$ cat config.mk
export PLATFORM = sky130hd
export DESIGN_NAME = pidtm_cfg_regs
export DESIGN_NICKNAME = d
export VERILOG_FILES = /design/src/rtl/pidtm_pkg.sv /design/src/rtl/pidtm_cfg_regs.sv
export SDC_FILE = /design/constraint.sdc
export NUM_CORES = 1
export LEC_CHECK = 0
export ABC_AREA = 1
export BUFFER_PORTS_ARGS = -buffer_cell sky130_fd_sc_hd__buf_2
export CAP_MARGIN = 20
export CORE_MARGIN = 3
export CORE_UTILIZATION = 30
export CTS_BUF_LIST = sky130_fd_sc_hd__clkbuf_4
export DETAILED_ROUTE_END_ITERATION = 7
export GPL_TIMING_DRIVEN = 0
export PLACE_DENSITY_LB_ADDON = 0.05
export SLEW_MARGIN = 0
export SYNTH_ARGS = -nofsm -noshare
export SYNTH_HDL_FRONTEND = slang
export SYNTH_SLANG_ARGS = --single-unit
$ cat constraint.sdc
create_clock -name i_clk -period 0.9 [get_ports i_clk]
set_input_delay 0 -clock i_clk [delete_from_list [all_inputs] [get_ports i_clk]]
set_output_delay 0 -clock i_clk [all_outputs]
set_load 0.1 [all_outputs]
$ cat src/rtl/pidtm_pkg.sv
// Package for the two-mode PID controller.
// Holds field widths, register and command codes, and the configuration struct.
// No dependencies.
package pidtm_pkg;

    localparam int DATA_WIDTH_DEF     = 16;
    localparam int GAIN_FRAC_BITS_DEF = 8;

    localparam int GAIN_W    = 16;  // Q8.8 gains
    localparam int LIM_W     = 15;  // setpoint, change and output limits
    localparam int SUM_LIM_W = 23;  // error sum limit
    localparam int SUM_W     = 24;  // error sum, signed
    localparam int DRV_W     = 16;  // drive and peak state, signed

    localparam int CFG_IDX_W  = 3;
    localparam int CFG_DATA_W = 23;

    // 0.99 as Q0.16
    localparam int              DECAY_W   = 16;
    localparam logic [DECAY_W-1:0] DECAY_Q16 = 16'd64881;

    // Register indexes
    localparam logic [CFG_IDX_W-1:0] CFG_MODE           = 3'd0;
    localparam logic [CFG_IDX_W-1:0] CFG_KP             = 3'd1;
    localparam logic [CFG_IDX_W-1:0] CFG_KI_TS          = 3'd2;
    localparam logic [CFG_IDX_W-1:0] CFG_KD_TS          = 3'd3;
    localparam logic [CFG_IDX_W-1:0] CFG_SETPOINT_LIMIT = 3'd4;
    localparam logic [CFG_IDX_W-1:0] CFG_CHANGE_LIMIT   = 3'd5;
    localparam logic [CFG_IDX_W-1:0] CFG_OUTPUT_LIMIT   = 3'd6;
    localparam logic [CFG_IDX_W-1:0] CFG_SUM_LIMIT      = 3'd7;

    localparam logic MODE_INCR = 1'b0;
    localparam logic MODE_POS  = 1'b1;

    localparam logic CMD_STEP  = 1'b0;
    localparam logic CMD_CLEAR = 1'b1;

    typedef struct packed {
        logic                 mode;
        logic [GAIN_W-1:0]    kp;
        logic [GAIN_W-1:0]    ki_ts;
        logic [GAIN_W-1:0]    kd_ts;
        logic [LIM_W-1:0]     sp_lim;
        logic [LIM_W-1:0]     chg_lim;
        logic [LIM_W-1:0]     out_lim;
        logic [SUM_LIM_W-1:0] sum_lim;
    } t_cfg;

endpackage

$ cat src/rtl/pidtm_cfg_regs.sv
// Configuration register file of the two-mode PID controller.
// Depends on pidtm_pkg.
module pidtm_cfg_regs
    import pidtm_pkg::*;
(
    input  logic                  i_clk,
    input  logic                  i_rst_n,
    input  logic                  i_cfg_valid,
    output logic                  o_cfg_ready,
    input  logic [CFG_IDX_W-1:0]  i_cfg_index,
    input  logic [CFG_DATA_W-1:0] i_cfg_data,
    output t_cfg                  o_cfg
);

    t_cfg r_cfg;

    assign o_cfg_ready = 1'b1;
    assign o_cfg       = r_cfg;

    always_ff @(posedge i_clk) begin
        if (!i_rst_n) begin
            r_cfg.mode    <= MODE_POS;
            r_cfg.kp      <= '0;
            r_cfg.ki_ts   <= '0;
            r_cfg.kd_ts   <= '0;
            r_cfg.sp_lim  <= '1;
            r_cfg.chg_lim <= '1;
            r_cfg.out_lim <= '1;
            r_cfg.sum_lim <= '1;
        end else if (i_cfg_valid) begin
            unique case (i_cfg_index)
                CFG_MODE:           r_cfg.mode    <= i_cfg_data[0];
                CFG_KP:             r_cfg.kp      <= i_cfg_data[GAIN_W-1:0];
                CFG_KI_TS:          r_cfg.ki_ts   <= i_cfg_data[GAIN_W-1:0];
                CFG_KD_TS:          r_cfg.kd_ts   <= i_cfg_data[GAIN_W-1:0];
                CFG_SETPOINT_LIMIT: r_cfg.sp_lim  <= i_cfg_data[LIM_W-1:0];
                CFG_CHANGE_LIMIT:   r_cfg.chg_lim <= i_cfg_data[LIM_W-1:0];
                CFG_OUTPUT_LIMIT:   r_cfg.out_lim <= i_cfg_data[LIM_W-1:0];
                CFG_SUM_LIMIT:      r_cfg.sum_lim <= i_cfg_data[SUM_LIM_W-1:0];
            endcase
        end
    end

endmodule

Word level (Yosys, flattened, before mapping):

Index checks and enable logic that the tools add are counted.

* bits in registers: 117
* output and inout port bits: 118
* logic and storage cells: 24

* eq/ne operators: 7
* reductions and logical operators: 9

Operator list (count)
* AND reduction 2 bit: 8
* == test 3 bit (second input constant): 4
* == test 3 x 2 -> 1 bit (second input constant): 2
* == test 3 x 1 -> 1 bit (second input constant): 1
* logical NOT 3 bit: 1

Longest topological paths before layout:

Gate-level depths: netlist of run 1.

* depth after elaboration: 2
* gate-level depth with buffers: 7

Worst setup path after synthesis of run 1:

No wires, ideal clock.

* kind: reg2reg
* from: register, netlist name o_cfg[100]
* to: register r_cfg (netlist bit o_cfg[100])
* library setup time: 0.065 ns
* data arrival time: 1.142 ns
* slack: -0.307 ns
* stages on the path, launching flop included: 3
* clock period less this slack: 1.207 ns
* path through: dfxtp_1 -> nor2_1 -> nor2_1

RTL lines
* to (decl): RTL line pidtm_cfg_regs.sv:15 `t_cfg r_cfg;`

Final worst setup path of run 1:

* from: register r_cfg (netlist bit o_cfg[5])
* to: output port o_cfg[5] (netlist bit)

RTL lines
* to (decl): RTL line pidtm_cfg_regs.sv:12 `output t_cfg o_cfg`

No word-level cell between the ends.

==> results.ini, run 1 <==
[timing]
drv_slew=0
timing.fmax_ghz=0.916
worstMarginPinSlew_ns=0.549
rsz0062_at_grt=true
hold_slack_ns=-0.0520
layout_min_cycle_time_ns=1.09
maxSlewHeadroom_pct=63.4
skew_ns=0
period_share_pct=121
setup_violations=117
finalHoldViolations=22
fin_ws_ns=-0.192

[grt]
antenna_found_initial=0
grt_pass1_vias=4505
grt-ovfl-total=0
grt_pass1_wl_mm=24.6
grt_util_all_layers_pct=19.7
grt_max_degree=17

[route]
drt-total-wl_mm=15.7
vias=4493
vias_per_cell=4.58
drc_errors=0
drt_pre_antenna_iters=5
ant_nets=0
drt_first_iter_violations=278
wl_per_cell_um=16.0

[worst_setup_path]
worst_ep_required_time_ns=0.90
cp-start-kind=flop
critical_path.top_delay_family=flip-flops
crit_arrival_ns=1.09
end_kind=primary output
setup.worst_path.class=flop to primary output
crit_fanout=2
worst_path_largest_cell_delay_ns=0.39
cp_num_buf_inv=1
crit_chain=buf_12
cp_slowest_cell=dfxtp_4

[floorplanning]
rows=43
die_x_um=127
start_util_pct=31.2
die_h_um=127
die_area_um2=16200
coreArea_um2=14100
io_pins=147

[cells_and_area]
finalNonFillerCells=980
n_antenna_cell=0
multi_input_area_um2=1770
drive_above_1_share_pct=40.8
largest_reg_flops=117
fill_cells=1306
ff_latch_area_um2=2530
areaGrowthSynthToFinish_pct=78.6
nNetsFinal=816

[logic_synthesis]
synthTopCellsByCount=190 x nand2_1, 118 x nand3_1, 117 x dfxtp_1
synthArstFlopShare_pct=0
synth.most_common_cell=nand2_1
synth.distinct_cells=16
syn_inst=595
ys_ff_latch=117
synth_nets=624
synth_top_cells_by_area=dfxtp_1 53%, nand2_1 16%, nand3_1 13%
yosysWarnings=0
seq_area_frac_synth_pct=53.2
synth_edf_count=0
synth_ff_type=dfxtp_1
synth.avg_cell_area_um2=7.40
netlist_area_um2=4400
synth_top_area_share_pct=53.2
synth_top_cell_by_area=dfxtp_1

[job]
drv_cap=0

[place]
hpwl_mm=10.9
dp.cells=919
place_ws_ns=-0.344
port_buffers=144
gp_congestion=0.812

[clocking]
h-tree-depth=4
cts_tree=built
clockRootBuffer=clkbuf_4
ctsLongestPathBuffers=2
clock_latency_ns=0.53
cts.sinks=117
path_clk_slew_ns=0.11
numCtsBuffers=17

[worst_hold_path]
min_path_type=primary input to flop

[run_status]
violations=hold timing, setup timing
status=finished, violations left

[pwr]
leakage_nw=3.65
vdd_drop_max_v=0.000812
power_density_nw_per_um2=1590

-- per-layer routing --
metal	global-route usage (%)	wire, um	up-vias
li1	-	-	2260
met1	24.8	6750	2072
met2	32.1	7610	150
met3	6.94	1200	11
met4	5.49	117	0
met5	0	0	-
-- cell families after synthesis --
family        after synthesis  synth area share [%]
simple gates              418                  40.1
flops                     117                  53.2
buf+inv                    59                  6.54
other cells                 1                0.0852
-- worst min-delay path, stage by stage --
cell and delay, ns:
buf_2 0.14, nor2_2 0.11, nand3_1 0.07, nand2_1 0.04, nor2_1 0.07
-- power breakdown --
part           switching (mW)  internal (mW)
combinational            2.04           1.02
sequential              0.205           5.36
clock                    1.95           1.88
-- timing repair --
item / in CTS / in global routing
hold endpoints to repair: 93 / 19
hold buffers: 28 / 3
setup buffers: 0 / 0
endpoints found under the setup margin: 117 / 150
gates resized for setup: 472 / 14
-- cells in the final DEF, fill, tap and decap left out, drive strengths merged, types with 3 or more instances in the layout --
cell         synthesis  final
bufinv               0      3
nand2              194    194
buf                 27    171
nor2               106    106
nand3              118    118
clkinv               0     10
dfxtp              117    117
dlygate4sd3          0     28
inv                 24     24
clkbuf               8     26
-- layout make-up --
cell class | instances | area share (%)
inverters | 24 | 1.15
multi-input cells | 419 | 22.5
plain buffers | 35 | 2.51
repair buffers | 173 | 35.2
clock inverters | 14 | 1.80
well taps | 180 | 2.86
flip-flops and latches | 117 | 32.2
clock buffers | 18 | 1.72
-- path summary, 6_finish.rpt --
path / startpoint / endpoint / slack [ns] / cells past startpoint
hold reg to reg: o_cfg[32] / o_cfg[32] / 0.49 / 2
hold / removal: i_cfg_index[0] / o_cfg[99] / -0.05 / 5
setup reg to reg: o_cfg[36] / o_cfg[36] / 0.27 / 2
setup / recovery: o_cfg[5] / o_cfg[5] / -0.19 / 1
-- through the flow --
step | TNS, ns | cell area [um^2] | hold WS, ns | utilization [%] | total power, mW
after floorplan | 0 | 4550 | 0.113 | - | 7.50
after global placement | -19.60 | 5490 | 0.213 | 39.0 | 8.00
after detailed placement | -21.89 | 5490 | 0.220 | 39.0 | 8.01
after CTS | -28.92 | 7820 | -0.101 | 55.5 | 12.6
after global routing | -27.84 | 7860 | -0.0560 | 55.8 | 13.0
final | -19.09 | 7860 | -0.0520 | 55.8 | 12.5
Note: power is estimated with default switching activity, not from simulation.
==> run 2, diff against run 1 <==
--- a/config.mk
+++ b/config.mk
@@ -8,6 +8,7 @@
 export ABC_AREA = 1
 export BUFFER_PORTS_ARGS = -buffer_cell sky130_fd_sc_hd__buf_2
 export CAP_MARGIN = 20
+export CORE_ASPECT_RATIO = 1.1
 export CORE_MARGIN = 3
 export CORE_UTILIZATION = 30
 export CTS_BUF_LIST = sky130_fd_sc_hd__clkbuf_4
==> run 2 against run 1 <==
Compared with the run above:
- the run still ends with hold timing, setup timing left
- critical path type unchanged
- sequential share of layout area down 0.59 points
- utilization up 0.78 points
- final cell count grew 2.1%
- routed wire length decreased by 6.4%
==> results.ini, run 2 (synthesized netlist as in run 1, its figures left out) <==
[place]
gp_congestion=0.815
port_buffers=144
hpwl_mm=10.6

[worst_setup_path]
cp_num_buf_inv=1
worst_ep_required_time_ns=0.90
cp-start-kind=flop
r2r_start=o_cfg[74]
worst_path_largest_cell_delay_ns=0.38
crit_arrival_ns=1.10
crit_chain=buf_12
critical_path.top_delay_family=flip-flops
end_kind=primary output
crit_fanout=2
cp_slowest_cell=dfxtp_2
setup.worst_path.class=flop to primary output
crit_start=o_cfg[60]

[cells_and_area]
ff_latch_area_um2=2520
areaGrowthSynthToFinish_pct=80.9
nNetsFinal=828
largest_reg_flops=117
final_common_cell=nand2_1
fill_cells=1313
drive_above_1_share_pct=40.4
multi_input_area_um2=1770
layout_common_cells=190 x nand2_1, 118 x nand3_1, 117 x buf_12

[clocking]
h-tree-depth=4
clock_latency_ns=0.53
cts_tree=built
cts.sinks=117
ctsLongestPathBuffers=2
clockRootBuffer=clkbuf_4
numCtsBuffers=17
path_clk_slew_ns=0.11
cts_setup_buffers=0

[pwr]
power_density_nw_per_um2=1530
leakage_nw=3.70
finalPower_mw=12.2
vdd_drop_max_v=0.000631

[route]
drt_pre_antenna_iters=4
drt-total-wl_mm=14.7
drt_first_iter_violations=159
vias=4506
ant_nets=0
wl_per_cell_um=14.7
vias_per_cell=4.50
drc_errors=0

[floorplanning]
die_h_um=133
rows=45
start_util_pct=31.3
coreArea_um2=14100
die_area_um2=16200
io_pins=147
die_x_um=121

[timing]
timing.fmax_ghz=0.910
drv_slew=0
fin_tns_setup_ns=-20.49
skew_ns=0
worstMarginPinSlew_ns=0.593
fin_ws_ns=-0.198
hold_slack_ns=-0.0548
setup_violations=117
rsz0062_at_grt=true
period_share_pct=122
layout_min_cycle_time_ns=1.10
maxSlewHeadroom_pct=60.5
finalHoldViolations=17

[worst_hold_path]
min_from=i_cfg_index[0]
min_path_type=primary input to flop

[run_status]
status=finished, violations left
violations=hold timing, setup timing

[grt]
antenna_found_initial=1
grt-ovfl-total=0
grt_pass1_wl_mm=23.6
grt_pass1_vias=4532
grt_max_degree=17
grt_util_all_layers_pct=18.8

[job]
drv_cap=0

==> run 2: changes by cell type in the layout (fill, tap and decap cells not counted) <==
| cell | before | now |
|---|---|---|
| buf_2 | 38 | 37 |
| bufinv_16 | 3 | 2 |
| clkbuf_4 | 18 | 19 |
| clkinv_1 | 5 | 4 |
| clkinv_2 | 5 | 7 |
| dfxtp_2 | 100 | 106 |
| dfxtp_4 | 17 | 11 |
| diode_2 | 0 | 1 |
| dlygate4sd3_1 | 28 | 40 |
| nor2_1 | 98 | 97 |
| nor2_2 | 5 | 6 |
==> run 2: area by class of cell <==
class	instances	share of cell area, %
Timing Repair Buffer	185	36.3
Sequential cell	117	31.6
Multi-Input combinational cell	419	22.3
Tap cell	188	2.96
Buffer	35	2.51
Clock buffer	18	1.70
Clock inverter	14	1.48
Inverter	24	1.13
Antenna cell	1	0.0314
==> run 2: repair_timing <==
| action | 4_1_cts | 5_1_grt |
|---|---|---|
| resized for setup | 474 | 8 |
| endpoints found under the hold margin | 117 | 24 |
| hold buffers | 33 | 13 |
| endpoints found under the setup margin | 117 | 174 |
| gates cloned | 0 | 0 |
==> run 2: through the flow <==
stage / instances / cell area (um^2) / hold slack, ns / worst slack [ns] / util (%)
global route: 1001 / 7960 / -0.0470 / -0.280 / 56.6
CTS: 992 / 7860 / -0.114 / -0.255 / 55.8
finish: 1001 / 7960 / -0.0548 / -0.198 / 56.6
detailed placement: 927 / 5500 / 0.216 / -0.292 / 39.1
floorplan: 595 / 4550 / 0.113 / 0.00332 / -
global placement: 927 / 5500 / 0.210 / -0.262 / 39.1
==> run 2: path summary, 6_finish.rpt <==
| path | to | cells after the start | slack, ns |
|---|---|---|---|
| max | o_cfg[60] | 1 | -0.20 |
| min | o_cfg[98] | 5 | -0.05 |
| max reg2reg | o_cfg[74] | 2 | 0.28 |
| min reg2reg | o_cfg[40] | 2 | 0.49 |
==> run 2: metal layers <==
layer / vias to the layer above / GRT usage (%) / part of all wire (%)
met1: 2083 / 21.6 / 41
li1: 2285 / - / -
met4: 0 / 5.92 / 1.1
met5: - / 0 / 0
met3: 15 / 7.99 / 7.3
met2: 123 / 31.4 / 51
==> run 2: power by group <==
part | internal (mW) | switching [mW]
Clock | 1.60 | 1.97
Combinational | 1.05 | 2.02
Sequential | 5.37 | 0.201
Total | 8.02 | 4.19
